[src/sv/wpsa_pkg.sv]
`timescale 1ns / 1ps
// Shared types and constants for the weighted patch scatter accumulator.
// No dependencies; every other file of the block imports this package.
package wpsa_pkg;

   localparam int DEF_MAX_HEIGHT = 256;
   localparam int DEF_MAX_WIDTH  = 256;
   localparam int DEF_MAX_PATCH  = 64;

   localparam int SUM_W   = 40;
   localparam int CNT_W   = 16;
   localparam int PROD_W  = 25;
   localparam int DIM_W   = 9;
   localparam int LIM_W   = 13;
   localparam int WADDR_W = 24;

   typedef logic [1:0] func_type;
   localparam func_type FUNC_ACC   = 2'd0;
   localparam func_type FUNC_RD    = 2'd1;
   localparam func_type FUNC_RDCLR = 2'd2;

   typedef logic csr_idx_type;
   localparam csr_idx_type CSR_IMAGE_HEIGHT = 1'b0;
   localparam csr_idx_type CSR_IMAGE_WIDTH  = 1'b1;

   localparam logic signed [SUM_W-1:0] SUM_MAX = {1'b0, {(SUM_W-1){1'b1}}};
   localparam logic signed [SUM_W-1:0] SUM_MIN = {1'b1, {(SUM_W-1){1'b0}}};
   localparam logic [CNT_W-1:0]        CNT_MAX = {CNT_W{1'b1}};

   typedef struct packed {
      logic signed [SUM_W-1:0] sum;
      logic [CNT_W-1:0]        count;
   } entry_type;

   // Operation in flight between address decode and the store
   typedef struct packed {
      logic                     vld;
      func_type                 func;
      logic                     in_range;
      logic signed [PROD_W-1:0] prod;
   } op_type;

   typedef struct packed {
      logic signed [SUM_W-1:0] weighted_sum;
      logic [CNT_W-1:0]        hit_count;
      logic                    out_of_range;
   } rsp_type;

endpackage

[src/sv/wpsa_front.sv]
`timescale 1ns / 1ps
// Front end: pixel address, range checks and label*weight product.
// Depends on wpsa_pkg.
module wpsa_front #(
   parameter int MAX_HEIGHT = wpsa_pkg::DEF_MAX_HEIGHT,
   parameter int MAX_WIDTH  = wpsa_pkg::DEF_MAX_WIDTH,
   parameter int MAX_PATCH  = wpsa_pkg::DEF_MAX_PATCH,
   parameter int ADDR_W     = 16
) (
   input  logic                           clock,
   input  logic                           reset,
   input  logic [wpsa_pkg::DIM_W-1:0]     image_height,
   input  logic [wpsa_pkg::DIM_W-1:0]     image_width,
   input  logic                           accept,
   input  wpsa_pkg::func_type             req_func,
   input  logic [7:0]                     req_base_col,
   input  logic [7:0]                     req_base_row,
   input  logic [5:0]                     req_off_col,
   input  logic [5:0]                     req_off_row,
   input  logic [7:0]                     req_label,
   input  logic signed [15:0]             req_weight,
   output logic [ADDR_W-1:0]              rd_addr,
   output wpsa_pkg::op_type               op_ff,
   output logic [ADDR_W-1:0]              op_addr_ff
);
   import wpsa_pkg::*;

   localparam logic [LIM_W-1:0]   H_LIM     = LIM_W'(MAX_HEIGHT);
   localparam logic [LIM_W-1:0]   W_LIM     = LIM_W'(MAX_WIDTH);
   localparam logic [DIM_W-1:0]   PATCH_LIM = DIM_W'(MAX_PATCH);
   localparam logic [WADDR_W-1:0] H_MUL     = WADDR_W'(MAX_HEIGHT);

   logic [LIM_W-1:0]         h_eff;
   logic [LIM_W-1:0]         w_eff;
   logic [DIM_W-1:0]         pix_col;
   logic [DIM_W-1:0]         pix_row;
   logic                     off_ok;
   logic                     pix_ok;
   logic [WADDR_W-1:0]       addr_wide;
   logic signed [PROD_W-1:0] prod;
   op_type                   op_in;
   logic [ADDR_W-1:0]        op_addr_in;

   always_comb begin
      h_eff = ({4'b0, image_height} > H_LIM) ? H_LIM : {4'b0, image_height};
      w_eff = ({4'b0, image_width} > W_LIM) ? W_LIM : {4'b0, image_width};
      if (req_func == FUNC_ACC) begin
         pix_col = {1'b0, req_base_col} + {3'b0, req_off_col};
         pix_row = {1'b0, req_base_row} + {3'b0, req_off_row};
         off_ok  = ({3'b0, req_off_col} < PATCH_LIM) && ({3'b0, req_off_row} < PATCH_LIM);
      end else begin
         pix_col = {1'b0, req_base_col};
         pix_row = {1'b0, req_base_row};
         off_ok  = 1'b1;
      end
      pix_ok    = ({4'b0, pix_col} < w_eff) && ({4'b0, pix_row} < h_eff);
      // column-major: entry = col * MAX_HEIGHT + row
      addr_wide = WADDR_W'(pix_col) * H_MUL + WADDR_W'(pix_row);
      rd_addr   = addr_wide[ADDR_W-1:0];
      prod      = PROD_W'($signed({1'b0, req_label}) * req_weight);

      op_in.vld      = accept;
      op_in.func     = req_func;
      op_in.in_range = off_ok && pix_ok;
      op_in.prod     = prod;
      op_addr_in     = rd_addr;
   end

   always_ff @(posedge clock) begin
      if (reset) begin
         op_ff.vld <= 1'b0;
      end else begin
         op_ff.vld <= op_in.vld;
      end
      op_ff.func     <= op_in.func;
      op_ff.in_range <= op_in.in_range;
      op_ff.prod     <= op_in.prod;
      op_addr_ff     <= op_addr_in;
   end

endmodule

[config.mk]
export PLATFORM = sky130hd
export DESIGN_NAME = wpsa_front
export DESIGN_NICKNAME = d
export VERILOG_FILES = /design/src/sv/wpsa_pkg.sv /design/src/sv/wpsa_front.sv
export SDC_FILE = /design/constraint.sdc
export NUM_CORES = 1
export LEC_CHECK = 0
export BUFFER_PORTS_ARGS = -buffer_cell sky130_fd_sc_hd__buf_2
export CORE_UTILIZATION = 50
export CTS_BUF_LIST = sky130_fd_sc_hd__clkbuf_4 sky130_fd_sc_hd__clkbuf_8
export CTS_CLUSTER_SIZE = 8
export DETAILED_ROUTE_END_ITERATION = 10
export PLACE_DENSITY = 0.73
export SLEW_MARGIN = 20
export SYNTH_ARGS = -nofsm -noshare
export SYNTH_HDL_FRONTEND = slang
export SYNTH_SLANG_ARGS = --single-unit
[constraint.sdc]
create_clock -name clock -period 7.9 [get_ports clock]
set_clock_uncertainty 0.2 [all_clocks]
set_input_delay 0.395 -clock clock [delete_from_list [all_inputs] [get_ports clock]]
set_output_delay 0.395 -clock clock [all_outputs]
set_load 0.005 [all_outputs]
==> results.cfg, run 1 <==
[status]
status = complete, no violations

[pwr]
p_sw_uw = 1029
combPwrFrac_pct = 75.8
intPower_uw = 1149
seq_power_share_pct = 15.4
p_sw_share_pct = 47.25
power_density_nw_per_um2 = 277.1
power_uw = 2178
ir_drop_mv = 0.1094
p_clk_share_pct = 8.8
power_leakage_uw = 0.004227

[floorplanning]
core-area_um2 = 13350
io_pins = 136
rows = 42
start_util_pct = 51.62
die_area_um2 = 14250
fp.dieH_um = 119.4
die_x_um = 119.4

[grt]
grt_max_degree = 23
grt_pass1_vias = 5482
antenna_found_initial = 0
grtUsageTotal_pct = 22.69
grt_pass1_wl_um = 25650
gr-total-overflow = 0

[clock_tree]
postCtsHoldBufs = 0
root_buffer = clkbuf_8
post_cts_buffers = 0
cts_resized = 0
clock_path_buffers = 2
h-tree-depth = 2
cts_sinks = 45
cts_made_buffers = 5
cts_tree = built
path_clk_slew_ns = 0.08

[detailed_routing]
vias = 5546
drc = 0
drtIter0Drc = 210
wl_per_cell_um = 13.68
viasPerCell = 5.051
firstDrtPassIters = 4
wirelength_um = 15020
ant_nets = 0

[critical_path]
worst-endpoint-arrival_ns = 4.85
end_kind = flop
worstSetupPathType = primary input to flop
startpoint_type = primary input
cp.required_ns = 7.90
worstPathMaxFanout = 16

[finish]
layout-drive-gt1-share_pct = 16.59
final_cells = 1098
seq_area_um2 = 900.9
diodes = 0
areaGrowthSynthToFinish_pct = 14.09
fill_cells = 1221
multiInputGateArea_um2 = 5299
layout.nets = 1180
stdcell_area_um2 = 7861

[logic_synthesis]
synth-seq-cells = 45
synthFlopType = dfxtp_1
mappedNetlistNets = 1050
yosysTopAreaCell = fa_1
netlist.area_leader.share_pct = 30.22
ys_seq_area_share_pct = 13.07
yosysWarnings = 0
synthArstFlopShare_pct = 0
synth.area.top_cells = fa_1 30%, ha_1 15%, dfxtp_1 13%
yosysMostFrequentCell = inv_1
synth_commonest_cells = 170 x inv_1, 114 x nand2_1, 104 x fa_1
syn-mean-instance-area_um2 = 8.711
netlist_instances = 791
ys_types = 57
syn_area_um2 = 6890
synth_edf_count = 0

[place]
gp_congestion = 0.9332
placed_area_um2 = 7741
dpl_worst_slack_ns = 2.715
dp_hpwl_um = 12820
io_buffers = 135
dp_cells = 1090

[sta]
setup_viol = 0
worst_pin_slew_ns = 0.7315
setup_tns_ns = 0
period_share_pct = 61.46
fmax_ghz = 0.2059
rsz0062_at_grt = no
maxSlewHeadroom_pct = 51.23
drv_slew = 0
hold_viol = 0
finalWorstSetupSlack_ns = 3.044
min_period_ns = 4.856

[min_path]
worstHoldPathType = primary input to flop
min_path_cells = 2

[flow_run]
maxCapViolCount = 0
-- registers in the layout (all words and copies together), names as in the netlist --
signal      flops
op_addr_ff     16
op_ff          29
-- power by group through the flow --
stage               sequential [uW]  clock, uW  combinational (uW)
floorplan                       353          0                1240
global placement                342          0                1630
detailed placement              342          0                1660
CTS                             337        200                1670
global route                    341        208                1900
finish                          335        192                1650
-- logic make-up after synthesis --
group	Yosys count	share of synthesized area [%]
adder cells (fa/ha/maj)	184	44.74
AND/OR/NAND/NOR	238	17.38
flip-flops	45	13.07
multiplexers	6	0.9079
XOR/XNOR	33	4.195
AO/OA/AOI/OAI	101	9.679
buffers and inverters	184	10.02
-- stage by stage --
stage	hold WS (ns)	util (%)
4_1_cts	0.009858	58.90
2_1_floorplan	0.2227	-
3_5_place_dp	0.3520	58.00
6_report	0.03067	58.90
3_3_place_gp	0.3541	58.00
5_1_grt	0.02048	58.90
-- path summary, 6_finish.rpt --
path                  slack [ns]        end         start
worst max-delay path        3.04  op_ff[24]  req_label[1]
worst min-delay path        0.03  op_ff[28]         reset
-- routing by layer --
metal	wire (um)	track usage, %
met3	965	4.167
met1	6833	30.41
met4	255	6.094
met2	6962	37.61
met5	0	0
-- worst max-delay path: stages --
cell and delay [ns]:
buf_2 0.26, nand2_1 0.17, fa_1 0.76, fa_1 0.57, fa_1 0.54, fa_1 0.54
inv_1 0.04, ha_1 0.37, a21oi_1 0.26, or4b_1 0.46, a31o_2 0.24, a21oi_1 0.15
xnor2_1 0.09
-- cell usage in the layout (no fill, tap or decap), types with 4 or more instances in the layout --
cell type / count
inv_1: 170
buf_2: 135
nand2_1: 114
fa_1: 104
ha_1: 80
and2_1: 62
dfxtp_1: 45
a21oi_1: 29
o21ai_0: 19
xnor2_1: 18
xor2_1: 15
nor2_1: 14
a21o_1: 8
nand3_1: 7
nor3_1: 6
clkbuf_8: 6
a211oi_1: 5
o211ai_1: 5
nor2b_1: 5
o21a_1: 5
nor3b_1: 5
o21bai_1: 4
and3_1: 4
mux2i_1: 4
a31oi_1: 4
-- layout make-up --
type / count / share of cell area, %
clock buffer: 7 / 1.146
tap: 176 / 2.801
multi-input combinational: 562 / 67.40
timing repair buffer: 135 / 8.595
inverter: 172 / 8.213
sequential: 45 / 11.46
clock inverter: 1 / 0.3820
Power figures use the tool's default switching activity.
==> run 2: changes to the inputs <==
--- a/config.mk
+++ b/config.mk
@@ -10,7 +10,7 @@
 export CTS_BUF_LIST = sky130_fd_sc_hd__clkbuf_4 sky130_fd_sc_hd__clkbuf_8
 export CTS_CLUSTER_SIZE = 8
 export DETAILED_ROUTE_END_ITERATION = 10
-export PLACE_DENSITY = 0.73
+export PLACE_DENSITY = 0.76
 export SLEW_MARGIN = 20
 export SYNTH_ARGS = -nofsm -noshare
 export SYNTH_HDL_FRONTEND = slang
==> constraint.sdc (replaced) <==
create_clock -name clock -period 4.3 [get_ports clock]
set_clock_uncertainty 0.2 [all_clocks]
set_input_delay 0.215 -clock clock [delete_from_list [all_inputs] [get_ports clock]]
set_output_delay 0.215 -clock clock [all_outputs]
set_load 0.005 [all_outputs]
==> run 2 against run 1 <==
Effect of this change:
- via count grew 8.2%
- design area grew 14%
- count of clock-buffer cells in the layout decreased by 2
- combinational power rose to 2.5 times the previous value
- sequential power increased by 84%
- cell count is 9.2% higher
- die area is the same
- critical path depth rose by 3
- worst hold slack worse by 0.014 ns
==> results.cfg, run 2 (same netlist as run 1, synthesis figures left out) <==
[clock_tree]
root_buffer = clkbuf_8
h-tree-depth = 2
cts_tree = built
path_clk_slew_ns = 0.10
clock_path_buffers = 2
cts_sinks = 45
cts_made_buffers = 5

[critical_path]
end_kind = flop
crit_chain = buf_4 -> buf_4 -> and2_4 -> fa_2 -> buf_4 -> buf_4 -> fa_1 -> fa_1 -> inv_1 -> fa_1 -> inv_1 -> ha_2 -> or4b_1 -> a31o_2 -> a21oi_2 -> xnor2_1
cp.required_ns = 4.34
worstPathMaxFanout = 5
crit_top_cell = buf_4
critPathTopFamily = adder cells
worstSetupPathType = primary input to flop
startpoint_type = primary input
slowest_delay_ns = 0.53
slowest_stage = or4b_1
worst-endpoint-arrival_ns = 4.24
crit_buf_inv = 6

[grt]
grt_pass1_vias = 6264
grt_max_degree = 23
grt_pass1_wl_um = 27540
antenna_found_initial = 0
grtUsageTotal_pct = 24.03
gr-total-overflow = 0

[pwr]
p_sw_share_pct = 44.22
intPower_uw = 2841
power_density_nw_per_um2 = 568.7
combPwrFrac_pct = 82.3
power_leakage_uw = 0.004749
p_sw_uw = 2252
ir_drop_mv = 0.5230
seq_power_share_pct = 12.1
power_uw = 5092
p_clk_share_pct = 5.6

[min_path]
min_path_cells = 3
hold_end = op_addr_ff[2]
worstHoldPathType = primary input to flop
hp-start = req_base_row[2]

[detailed_routing]
viasPerCell = 5.007
ant_nets = 0
wl_per_cell_um = 13.40
firstDrtPassIters = 4
drtIter0Drc = 215
wirelength_um = 16070
vias = 6003
drc = 0

[finish]
largest_reg_flops = 29
areaGrowthSynthToFinish_pct = 29.96
diodes = 0
seq_area_um2 = 900.9
layout_common_cells = 164 x inv_1, 125 x buf_2, 106 x nand2_1, 99 x fa_1, 93 x buf_4
multiInputGateArea_um2 = 5577
stdcell_area_um2 = 8955
layout-drive-gt1-share_pct = 28.54
top_register = op_ff
fill_cells = 1127
largestRegisters = op_ff (29), op_addr_ff (16)
layout.nets = 1281
layout_commonest_cell = inv_1

[floorplanning]
core-area_um2 = 13350
start_util_pct = 51.62
io_pins = 136
fp.dieH_um = 119.4
rows = 42
die_area_um2 = 14250
die_x_um = 119.4

[sta]
rsz0062_at_grt = yes
worst_pin_slew_ns = 0.7221
fmax_ghz = 0.2382
drv_slew = 0
period_share_pct = 97.63
maxSlewHeadroom_pct = 51.86
setup_viol = 0
hold_viol = 0
min_period_ns = 4.198
finalWorstSetupSlack_ns = 0.1020

[status]
status = complete, no violations

[place]
gp_congestion = 0.8990
dpl_worst_slack_ns = -0.5579
io_buffers = 135
dp_hpwl_um = 13480
placed_area_um2 = 8578

[flow_run]
maxCapViolCount = 0
run 2: cell types whose count changed in the layout (fill, tap and decap cells not counted), moves of 5 or more:
| cell | previous run | this run |
|---|---|---|
| buf_2 | 135 | 125 |
| buf_4 | 0 | 93 |
| buf_6 | 0 | 6 |
| dlygate4sd3_1 | 0 | 7 |
| fa_1 | 104 | 99 |
| fa_2 | 0 | 5 |
| ha_1 | 80 | 68 |
| ha_4 | 0 | 9 |
| inv_1 | 170 | 164 |
| inv_2 | 0 | 5 |
| nand2_1 | 114 | 106 |
run 2: per-stage QoR:
step	hold slack (ns)	setup TNS [ns]	std cells	util, %
after floorplan	0.04272	-0.001000	791	-
after global placement	0.1658	-3.597	1178	64.27
after detailed placement	0.1700	-4.498	1178	64.27
after CTS	0.01183	0	1195	65.83
after global routing	0.02661	-0.1010	1199	67.09
final	0.01642	0	1199	67.09
run 2: routing by layer:
metal  track usage, %  routed length [um]  share of wire [%]  up-vias
li1                 -                   -                  -     2945
met1            27.87                6652                 41     2941
met2            46.84                8673                 54       95
met3            2.538                 434                2.7       22
met4            5.469                 310                1.9        0
met5                0                   0                  0        -
run 2: worst max path at each step:
stage	start	endpoint	slack, ns	cells past startpoint
finish	req_weight[15]	op_ff[24]	0.10	16
global route	req_label[3]	op_ff[19]	-0.04	15
CTS	req_label[3]	op_ff[23]	0.007	19
detailed placement	req_label[3]	op_ff[23]	-0.56	19
global placement	req_label[3]	op_ff[23]	-0.52	19
floorplan	req_label[3]	op_ff[22]	-0.001	15
run 2: final cells by class:
type                    count  area share (%)
well taps                 176           2.459
inverters                 172           7.238
clock buffers               5          0.7685
flip-flops and latches     45           10.06
clock inverters             3          0.2375
repair buffers            236           16.96
multi-input cells         562           62.27
run 2: timing repair:
item                       in CTS  in global routing
gates resized for setup        11                 34
pin swaps                       8                 28
setup endpoints to repair       6                 10
hold endpoints to repair        6                  0
hold buffers                    7                  0
buffers inserted                2                  4
run 2: power by group through the flow:
stage	combinational (uW)	sequential, uW	clock, uW
finish	4190	618	283
global route	4740	633	314
CTS	3980	619	293
detailed placement	3910	626	0
global placement	3790	628	0
floorplan	2500	649	0
