--- config.mk ---
export PLATFORM = sky130hd
export DESIGN_NAME = wpsa_rsp_fifo
export DESIGN_NICKNAME = d
export VERILOG_FILES = /design/src/sv/wpsa_pkg.sv /design/src/sv/wpsa_rsp_fifo.sv
export SDC_FILE = /design/constraint.sdc
export NUM_CORES = 1
export LEC_CHECK = 0
export BUFFER_PORTS_ARGS = -buffer_cell sky130_fd_sc_hd__buf_4
export CAP_MARGIN = 25
export CORE_MARGIN = 4
export CORE_UTILIZATION = 47
export DETAILED_ROUTE_END_ITERATION = 16
export HOLD_SLACK_MARGIN = 0.02
export PLACE_DENSITY = 0.84
export SETUP_SLACK_MARGIN = 0.1
export SKIP_CTS_REPAIR_TIMING = 1
export SKIP_LAST_GASP = 1
export SLEW_MARGIN = 30
export SYNTH_ARGS = -nofsm -noshare
export SYNTH_HDL_FRONTEND = slang
export SYNTH_SLANG_ARGS = --single-unit
--- constraint.sdc ---
create_clock -name clock -period 3.1 [get_ports clock]
set_input_delay 0.31 -clock clock [delete_from_list [all_inputs] [get_ports clock]]
set_output_delay 0.31 -clock clock [all_outputs]
set_load 0.005 [all_outputs]
--- src/sv/wpsa_pkg.sv ---
`timescale 1ns / 1ps
// Shared types and constants for the weighted patch scatter accumulator.
// No dependencies; every other file of the block imports this package.
package wpsa_pkg;

   localparam int DEF_MAX_HEIGHT = 256;
   localparam int DEF_MAX_WIDTH  = 256;
   localparam int DEF_MAX_PATCH  = 64;

   localparam int SUM_W   = 40;
   localparam int CNT_W   = 16;
   localparam int PROD_W  = 25;
   localparam int DIM_W   = 9;
   localparam int LIM_W   = 13;
   localparam int WADDR_W = 24;

   typedef logic [1:0] func_type;
   localparam func_type FUNC_ACC   = 2'd0;
   localparam func_type FUNC_RD    = 2'd1;
   localparam func_type FUNC_RDCLR = 2'd2;

   typedef logic csr_idx_type;
   localparam csr_idx_type CSR_IMAGE_HEIGHT = 1'b0;
   localparam csr_idx_type CSR_IMAGE_WIDTH  = 1'b1;

   localparam logic signed [SUM_W-1:0] SUM_MAX = {1'b0, {(SUM_W-1){1'b1}}};
   localparam logic signed [SUM_W-1:0] SUM_MIN = {1'b1, {(SUM_W-1){1'b0}}};
   localparam logic [CNT_W-1:0]        CNT_MAX = {CNT_W{1'b1}};

   typedef struct packed {
      logic signed [SUM_W-1:0] sum;
      logic [CNT_W-1:0]        count;
   } entry_type;

   // Operation in flight between address decode and the store
   typedef struct packed {
      logic                     vld;
      func_type                 func;
      logic                     in_range;
      logic signed [PROD_W-1:0] prod;
   } op_type;

   typedef struct packed {
      logic signed [SUM_W-1:0] weighted_sum;
      logic [CNT_W-1:0]        hit_count;
      logic                    out_of_range;
   } rsp_type;

endpackage

--- src/sv/wpsa_rsp_fifo.sv ---
`timescale 1ns / 1ps
// Two-word result queue that decouples the store from the result channel.
// Depends on wpsa_pkg.
module wpsa_rsp_fifo (
   input  logic               clock,
   input  logic               reset,
   input  logic               enq,
   input  wpsa_pkg::rsp_type  enq_data,
   input  logic               deq,
   output logic               out_vld,
   output wpsa_pkg::rsp_type  out_data,
   output logic [1:0]         count
);
   import wpsa_pkg::*;

   rsp_type    entry_ff [2];
   logic       wr_ptr_ff;
   logic       wr_ptr_in;
   logic       rd_ptr_ff;
   logic       rd_ptr_in;
   logic [1:0] cnt_ff;
   logic [1:0] cnt_in;
   logic       do_deq;

   always_comb begin
      out_vld   = (cnt_ff != 2'd0);
      out_data  = entry_ff[rd_ptr_ff];
      count     = cnt_ff;
      do_deq    = deq && out_vld;
      wr_ptr_in = enq ? ~wr_ptr_ff : wr_ptr_ff;
      rd_ptr_in = do_deq ? ~rd_ptr_ff : rd_ptr_ff;
      cnt_in    = cnt_ff + {1'b0, enq} - {1'b0, do_deq};
   end

   always_ff @(posedge clock) begin
      if (reset) begin
         wr_ptr_ff <= 1'b0;
         rd_ptr_ff <= 1'b0;
         cnt_ff    <= 2'd0;
      end else begin
         wr_ptr_ff <= wr_ptr_in;
         rd_ptr_ff <= rd_ptr_in;
         cnt_ff    <= cnt_in;
      end
      if (enq) begin
         entry_ff[wr_ptr_ff] <= enq_data;
      end
   end

endmodule
==> reports/metrics.csv, run 1 <==
stage;metric;value;unit
layout;number of nets in the layout;455;
synth;sequential cell area fraction in the yosys report;78.8;%
worst_setup_path;largest fanout on the critical path;57;
timing;Pins Over Slew Limit;0;
synth;post-synthesis cell area;4470;µm²
layout;growth of design area from synthesis to finish;49.6;%
floorplanning;number of placement rows;35;
worst_setup_path;type of destination of the critical path;output pin;
synth;largest cells by area after synthesis;edfxtp_1, mux2_4, mux2_2;
layout;final core utilization;72.4;%
worst_setup_path;kind of start point of the critical path;register;
cts;clock root buffer;clkbuf_8;
cts;Clock Path Buffers;2;
floorplanning;Die W;106;µm
power;LEAKAGE;0.00262;µW
synth;cell count after synthesis;199;
cts;clock latency on the worst-skew pair;500;ps
detailed_routing;via count of the routed design;2468;
power;part of the power in combinational logic;18.3;%
status;status;complete, no violations;
power;fraction of power spent switching nets;22.4;%
global_routing;gr ovfl total;0;
cts;CTS tree;done;
synth;most frequent cell after synthesis;edfxtp_1;
power;worst ir drop on vdd;0.000444;V
global_routing;All-Layer GR Usage;15.0;%
detailed_routing;overall routed net length;8680;µm
floorplanning;area of the placeable core;9240;µm²
synth;distinct cell type count after synthesis;15;
synth;synthesized flop and latch total;119;
cts;CTS sink cnt;119;
power;Clk network pwr share;39.2;%
synth;cell taking the most area after synthesis;edfxtp_1;
synth;Synth Warn #;0;
placement;count of port buffers added during placement;120;
flow_run;number of max-cap violations;0;
worst_setup_path;arrival time at the worst endpoint;2060;ps
detailed_routing;Detailed Route Iter0 Violations;116;
layout;antenna diode instance count;0;
global_routing;vias in the first global route;2528;
layout;number of cells in the finished layout apart from fillers;534;
synth;Primary FF master, synth;edfxtp_1;
synth;commonest cells in the netlist;edfxtp_1, mux2_4, mux2_2;
detailed_routing;DRC viols;0;
power;Flop pwr share;42.5;%
detailed_routing;mean number of vias per cell;4.62;
global_routing;number of antenna violations at the first check in global routing;0;
cts;deepest level of the CTS H-tree;4;
detailed_routing;wire length per cell after detailed routing;16.3;µm
global_routing;global-route wire length before repair;12600;µm
synth;fraction of registers with async set/reset;0;%
floorplanning;die outline area;11100;µm²
timing;portion of the clock cycle consumed by the worst path in the final layout;76.6;%
layout;final design instance area without fill;6690;µm²
power;internal power component;3730;µW
detailed_routing;antenna-violating nets left;0;
global_routing;pin count of the biggest net entering global routing;58;
detailed_routing;first drt pass iteration count;4;
placement;DP HPWL;5110;µm
floorplanning;die span in y;106;µm
worst_setup_path;critical setup path kind;reg2out;
synth;mean area per synthesized cell;22.5;µm²
placement;Placed Instances;444;
floorplanning;IO Pins;121;
synth;count of flip-flops with a built-in enable after synthesis;114;
cts;total CTS buffers;17;
floorplanning;initial core utilization;48.4;%
min_path;min-delay worst type;in2reg;
timing;RSZ-0062 raised after global routing;false;
timing;maximum achievable frequency;421;MHz
placement;global placement routability congestion;0.652;
layout;ratio of cells with drive above 1 in the final layout;53.1;%
synth;Post-Syn Nets;262;
worst_setup_path;required time at the endpoint of the critical path;2790;ps
power;sw power;1070;µW
synth;top-area cell type share of the netlist area;76.6;%
cts;clock-pin slew of the registers on the worst-case setup and hold paths;50;ps
timing;clock skew;5.19;ps
placement;post-place instance area;5530;µm²
timing;final setup fails;0;
timing;minimum clock period;2370;ps
timing;worst slew margin relative to its limit;36.7;%
timing;final-report hold violation count;0;
power;Pwr per Cell Area;718;nW/µm²
timing;worst slew pin tran;949;ps
timing;Fin Setup TNS;0;ps
registers in the layout, summed over array words and instances, names as in the netlist, named ones only:
register	flops
entry_ff	114
count	2
rd_ptr_ff	1
wr_ptr_ff	1
power by group through the flow:
stage / sequential [µW] / clock [µW] / combinational (µW)
global placement: 2070 / 0 / 801
detailed placement: 2070 / 0 / 823
global route: 2060 / 2010 / 944
finish: 2040 / 1880 / 880
CTS: 2040 / 1920 / 826
floorplan: 1960 / 0 / 528
through the flow:
stage               total power, µW  hold WS, ps  worst slack (ps)
finish                         4800         83.7               725
global route                   5010         85.0               624
CTS                            4790        -39.5               669
detailed placement             2900          498              1220
global placement               2870          495              1220
floorplan                      2490          382               856
cell type report:
cell class	count	area (µm²)
Inverter	2	7.51
Multi-Input combinational cell	72	892
Clock buffer	19	422
Clock inverter	13	156
Tap cell	129	161
Sequential cell	119	3530
Fill cell	565	2550
Timing Repair Buffer	180	1520
final timing paths:
kind	startpoint	endpoint	slack [ps]	cells after the start
hold / removal	enq	wr_ptr_ff$_SDFFE_PP0P_	80	3
setup reg to reg	wr_ptr_ff$_SDFFE_PP0P_	entry_ff[1][13]$_DFFE_PP_	1460	2
hold reg to reg	wr_ptr_ff$_SDFFE_PP0P_	wr_ptr_ff$_SDFFE_PP0P_	590	2
setup / recovery	register	out_data[3]	730	2
cells in the final DEF (no fill, tap or decap), types with 2 or more instances in the layout:
cell	count
buf_12	2
buf_4	120
bufinv_16	3
clkbuf_1	2
clkbuf_16	16
clkinv_2	5
clkinv_4	3
clkinvlp_4	2
dfxtp_1	4
dlygate4sd3_1	58
edfxtp_1	114
ha_1	2
inv_1	2
mux2_2	29
mux2_4	30
nor2_1	3
nor2b_1	2
worst max-delay path, cell delays in order, from the launching register on:
cell,delay [ps]
dfxtp_4,960
mux2_2,440
buf_4,140
layer usage:
layer	wire [µm]	global-route usage, %	up-vias
met1	3440	16.0	1205
met2	4680	26.2	87
li1	-	-	1168
met4	72	5.27	0
met5	0	0	-
met3	488	6.86	8
kinds of logic after synthesis:
kind of cell	count (synthesis)	share of synthesized area (%)
AO/OA/AOI/OAI	1	0.168
XOR/XNOR	2	0.700
adder cells (fa/ha/maj)	2	0.560
buffers and inverters	8	1.40
flip-flops	119	78.8
multiplexers	59	17.4
AND/OR/NAND/NOR	8	0.952
Note: power is estimated with default switching activity, not from simulation.
==> inputs of run 2 (changes only) <==
- CORE_UTILIZATION: 47 -> 52
- PLACE_DENSITY: 0.84 -> 0.87
- clock period: 3.1 -> 2.5 ns (I/O delays scaled with it)
==> run 2 against run 1 <==
Sequential share of layout area up 0.13 points. Clock-buffer cell count down 2. Setup slack worse by 440 ps. Via count up 0.89%. Non-clock buffer count up 3. Critical path depth up 1. Power up 23%.
==> reports/metrics.csv, run 2 (synthesis gave the netlist of run 1 again) <==
stage;metric;value;unit
floorplanning;Die W;101;µm
cts;deepest level of the CTS H-tree;4;
layout;growth of design area from synthesis to finish;49.3;%
layout;Top reg by flops;entry_ff;
timing;final-report hold violation count;0;
power;Clk network pwr share;38.7;%
timing;maximum achievable frequency;451;MHz
cts;CTS tree;done;
global_routing;All-Layer GR Usage;16.4;%
cts;CTS sink cnt;119;
floorplanning;number of placement rows;33;
detailed_routing;mean number of vias per cell;4.85;
timing;worst slew margin relative to its limit;61.6;%
timing;Fin Setup TNS;0;ps
floorplanning;IO Pins;121;
detailed_routing;DRC viols;0;
layout;number of nets in the layout;458;
power;sw power;1380;µW
layout;antenna diode instance count;0;
worst_setup_path;largest fanout on the critical path;32;
global_routing;global-route wire length before repair;12100;µm
floorplanning;area of the placeable core;8300;µm²
detailed_routing;overall routed net length;9050;µm
cts;clock root buffer;clkbuf_8;
placement;DP HPWL;5210;µm
global_routing;number of antenna violations at the first check in global routing;0;
worst_setup_path;kind of start point of the critical path;register;
cts;total CTS buffers;17;
status;status;complete, no violations;
placement;count of port buffers added during placement;120;
min_path;min-delay worst type;in2reg;
power;worst ir drop on vdd;0.000592;V
timing;Min Hold Slack;33.3;ps
detailed_routing;first drt pass iteration count;4;
power;fraction of power spent switching nets;23.3;%
power;LEAKAGE;0.00262;µW
power;Flop pwr share;41.7;%
layout;most common cell after layout, fill and taps aside;buf_4;
timing;clock skew;9.87;ps
global_routing;gr ovfl total;0;
timing;RSZ-0062 raised after global routing;false;
detailed_routing;antenna-violating nets left;0;
timing;worst slew pin tran;577;ps
floorplanning;die outline area;10100;µm²
timing;portion of the clock cycle consumed by the worst path in the final layout;88.7;%
timing;final setup fails;0;
timing;minimum clock period;2220;ps
global_routing;vias in the first global route;2431;
floorplanning;die span in y;101;µm
detailed_routing;Detailed Route Iter0 Violations;116;
cts;clock latency on the worst-skew pair;500;ps
worst_setup_path;required time at the endpoint of the critical path;2250;ps
cts;Clock Path Buffers;2;
power;internal power component;4540;µW
layout;final core utilization;80.4;%
placement;post-place instance area;5520;µm²
layout;final design instance area without fill;6670;µm²
timing;Pins Over Slew Limit;0;
power;Pwr per Cell Area;886;nW/µm²
global_routing;pin count of the biggest net entering global routing;35;
detailed_routing;wire length per cell after detailed routing;17.6;µm
cts;clock-pin slew of the registers on the worst-case setup and hold paths;50;ps
power;part of the power in combinational logic;19.6;%
flow_run;number of max-cap violations;0;
floorplanning;initial core utilization;53.9;%
layout;leading cell types in the layout, fill and taps excluded;buf_4, edfxtp_1, dlygate4sd3_1;
placement;global placement routability congestion;0.694;
worst_setup_path;critical setup path kind;reg2out;
worst_setup_path;arrival time at the worst endpoint;1970;ps
layout;max reg flops;114;
layout;ratio of cells with drive above 1 in the final layout;53.4;%
worst_setup_path;type of destination of the critical path;output pin;
detailed_routing;via count of the routed design;2490;
-- run 2: cell count changes in the layout (fill, tap and decap cells not counted), sizes merged --
cell | before | now
inv | 2 | 4
clkinv | 8 | 7
clkbuf | 19 | 17
clkinvlp | 2 | 4
bufinv | 3 | 2
buf | 122 | 125
-- run 2: worst max-delay path, cell delays in order (launching register included) --
cell and delay, ps:
dfxtp_4 660, buf_12 290, mux2_2 360, buf_4 130
-- run 2: cell type report --
type | instances | area (µm²)
inverters | 2 | 7.51
multi-input cells | 72 | 892
well taps | 105 | 131
clock inverters | 15 | 155
fillers | 433 | 1630
flip-flops and latches | 119 | 3530
clock buffers | 17 | 414
repair buffers | 183 | 1540
-- run 2: power groups by stage --
stage | Clock (µW) | Combinational (µW) | Sequential, µW
floorplan | 0 | 655 | 2430
global placement | 0 | 1070 | 2500
detailed placement | 0 | 1090 | 2510
CTS | 2320 | 1100 | 2470
global route | 2420 | 1240 | 2490
finish | 2290 | 1160 | 2470
-- run 2: path summary, 6_finish.rpt --
path	from	to	slack, ps	cells past startpoint
worst max register to register	wr_ptr_ff$_SDFFE_PP0P_	entry_ff[1][10]$_DFFE_PP_	870	2
worst max-delay path	register	out_data[5]	280	3
worst min-delay path	enq	wr_ptr_ff$_SDFFE_PP0P_	30	3
worst min register to register	wr_ptr_ff$_SDFFE_PP0P_	wr_ptr_ff$_SDFFE_PP0P_	600	2
-- run 2: through the flow --
stage | power, µW | cells | setup WS (ps)
after CTS | 5890 | 455 | 242
after global routing | 6150 | 513 | 183
final | 5910 | 513 | 283
after floorplan | 3080 | 199 | 256
after detailed placement | 3600 | 423 | 790
after global placement | 3560 | 423 | 799
-- run 2: routing by layer --
| layer | share of wire, % | up-vias | global-route usage, % |
|---|---|---|---|
| li1 | - | 1177 | - |
| met1 | 37 | 1200 | 18.0 |
| met2 | 55 | 102 | 28.5 |
| met3 | 5.8 | 11 | 6.37 |
| met4 | 1.4 | 0 | 6.84 |
| met5 | 0 | - | 0 |
==> inputs of run 3 (changes only) <==
- BUFFER_PORTS_ARGS: -buffer_cell sky130_fd_sc_hd__buf_4 -> -buffer_cell sky130_fd_sc_hd__clkbuf_2
- CORE_ASPECT_RATIO: default -> 0.5
- GPL_TIMING_DRIVEN: default -> 0
==> run 3 against run 2 <==
Cell count down 9.7%. Register-to-register slack better by 160 ps. First-iteration DRC count up 0.86%. Clock-buffer cell count up 2. Clock skew down 2.5 ps. Clock power down 15%. Die area up 0.88%. Sequential cell count unchanged.
==> reports/metrics.csv, run 3 (synthesis gave the netlist of run 1 again) <==
stage;metric;value;unit
power;Pwr per Cell Area;937;nW/µm²
layout;leading cell types in the layout, fill and taps excluded;clkbuf_2, edfxtp_1, mux2_4;
placement;count of port buffers added during placement;120;
timing;final setup fails;0;
floorplanning;initial core utilization;54.7;%
timing;minimum clock period;1830;ps
global_routing;gr ovfl total;0;
worst_setup_path;FF-to-FF path depth;6;
timing;final setup slack of the worst path;671;ps
timing;RSZ-0062 raised after global routing;false;
power;Flop pwr share;44.4;%
cts;CTS sink cnt;119;
detailed_routing;overall routed net length;8300;µm
timing;portion of the clock cycle consumed by the worst path in the final layout;73.2;%
cts;clock latency on the worst-skew pair;400;ps
global_routing;global-route wire length before repair;12600;µm
floorplanning;die span in y;73.6;µm
layout;max reg flops;114;
min_path;min-delay worst type;in2reg;
placement;global placement routability congestion;0.755;
worst_setup_path;critical setup path kind;reg2out;
worst_setup_path;kind of start point of the critical path;register;
floorplanning;Die W;139;µm
global_routing;vias in the first global route;2532;
min_path;HP Start;enq_data[7];
power;Clk network pwr share;36.0;%
worst_setup_path;worst flop-to-flop path startpoint;count[1]$_SDFF_PP0_;
power;internal power component;4170;µW
cts;clock-pin slew of the registers on the worst-case setup and hold paths;50;ps
floorplanning;number of placement rows;23;
min_path;cell depth of the worst hold path;1;
cts;total CTS buffers;17;
detailed_routing;antenna-violating nets left;0;
detailed_routing;first drt pass iteration count;4;
worst_setup_path;type of destination of the critical path;output pin;
placement;Place WS;1020;ps
worst_setup_path;arrival time at the worst endpoint;1580;ps
power;overall power after layout;5410;µW
timing;clock skew;7.38;ps
power;worst ir drop on vdd;0.000616;V
power;sw power;1240;µW
cts;clock root buffer;clkbuf_16;
power;fraction of power spent switching nets;22.9;%
status;status;complete, no violations;
floorplanning;IO Pins;121;
layout;most common cell after layout, fill and taps aside;clkbuf_2;
global_routing;number of antenna violations at the first check in global routing;0;
timing;Pins Over Slew Limit;0;
detailed_routing;via count of the routed design;2294;
worst_setup_path;Worst R2R Setup Slack;1030;ps
layout;antenna diode instance count;0;
worst_setup_path;largest fanout on the critical path;10;
global_routing;pin count of the biggest net entering global routing;31;
global_routing;All-Layer GR Usage;16.9;%
power;LEAKAGE;0.00230;µW
timing;maximum achievable frequency;547;MHz
detailed_routing;Detailed Route Iter0 Violations;117;
power;part of the power in combinational logic;19.6;%
worst_setup_path;endpoint of the lowest-slack register-to-register path;count[1]$_SDFF_PP0_;
cts;Clock Path Buffers;2;
timing;final-report hold violation count;0;
layout;Top reg by flops;entry_ff;
detailed_routing;wire length per cell after detailed routing;17.9;µm
layout;growth of design area from synthesis to finish;29.1;%
flow_run;number of max-cap violations;0;
detailed_routing;mean number of vias per cell;4.95;
detailed_routing;DRC viols;0;
timing;worst slew margin relative to its limit;71.7;%
layout;number of nets in the layout;404;
floorplanning;area of the placeable core;8170;µm²
min_path;worst hold endpoint;entry_ff[1][7]$_DFFE_PP_;
timing;worst slew pin tran;424;ps
layout;final core utilization;70.6;%
cts;deepest level of the CTS H-tree;4;
worst_setup_path;required time at the endpoint of the critical path;2250;ps
floorplanning;die outline area;10200;µm²
placement;DP HPWL;5770;µm
layout;ratio of cells with drive above 1 in the final layout;60.1;%
cts;CTS tree;done;
## run 3: changes by cell type in the layout (fill, tap and decap cells not counted), moves of 4 or more
cell           previous run  this run
dlygate4sd3_1            58         0
buf_4                   123         0
clkinv_1                  2         7
buf_6                     0         4
clkinvlp_4                4         0
clkinv_4                  4         0
clkbuf_2                  0       120
## run 3: critical path: stages (launching register included)
cell and delay [ps]:
dfxtp_1 360, buf_6 180, buf_6 200, mux2_4 320, clkbuf_2 110
## run 3: through the flow
step | setup TNS (ps) | area, µm² | hold WS, ps | std cells
6_report | 0 | 5770 | 41.4 | 463
4_1_cts | 0 | 5770 | 22.5 | 463
5_1_grt | 0 | 5770 | 22.1 | 463
3_5_place_dp | 0 | 5300 | 444 | 434
2_1_floorplan | 0 | 4470 | 322 | 199
3_3_place_gp | -32800 | 5210 | 439 | 431
## run 3: metal layers
| layer | track usage [%] | routed length (µm) | vias to the layer above |
|---|---|---|---|
| li1 | - | - | 1073 |
| met1 | 16.2 | 3030 | 1162 |
| met2 | 33.7 | 4870 | 52 |
| met3 | 5.92 | 306 | 7 |
| met4 | 7.27 | 89 | 0 |
| met5 | 0 | 0 | - |
## run 3: final cells by class
cell class                 instances  area (µm²)
sequential                       119        3520
fill                             543        2400
multi-input combinational         72         893
timing repair buffer             123         676
clock buffer                      19         433
tap                              112         140
buffer                             6        55.1
clock inverter                    10        41.3
inverter                           2        7.51
## run 3: worst max-delay path by stage
| stage | cells past startpoint | end | slack (ps) |
|---|---|---|---|
| 2_1_floorplan | 1 | entry_ff[0][0]$_DFFE_PP_ | 260 |
| 3_3_place_gp | 2 | entry_ff[0][41]$_DFFE_PP_ | -400 |
| 3_5_place_dp | 2 | entry_ff[1][41]$_DFFE_PP_ | 1020 |
| 4_1_cts | 4 | out_data[35] | 630 |
| 5_1_grt | 4 | out_data[35] | 590 |
| 6_report | 4 | out_data[35] | 670 |
## run 3: power groups by stage
stage          Combinational (µW)  Sequential (µW)  Clock, µW
2_1_floorplan                 655             2430          0
3_3_place_gp                  999             2430          0
3_5_place_dp                 1070             2440          0
4_1_cts                      1080             2400       1990
5_1_grt                      1140             2410       2080
6_report                     1060             2400       1950
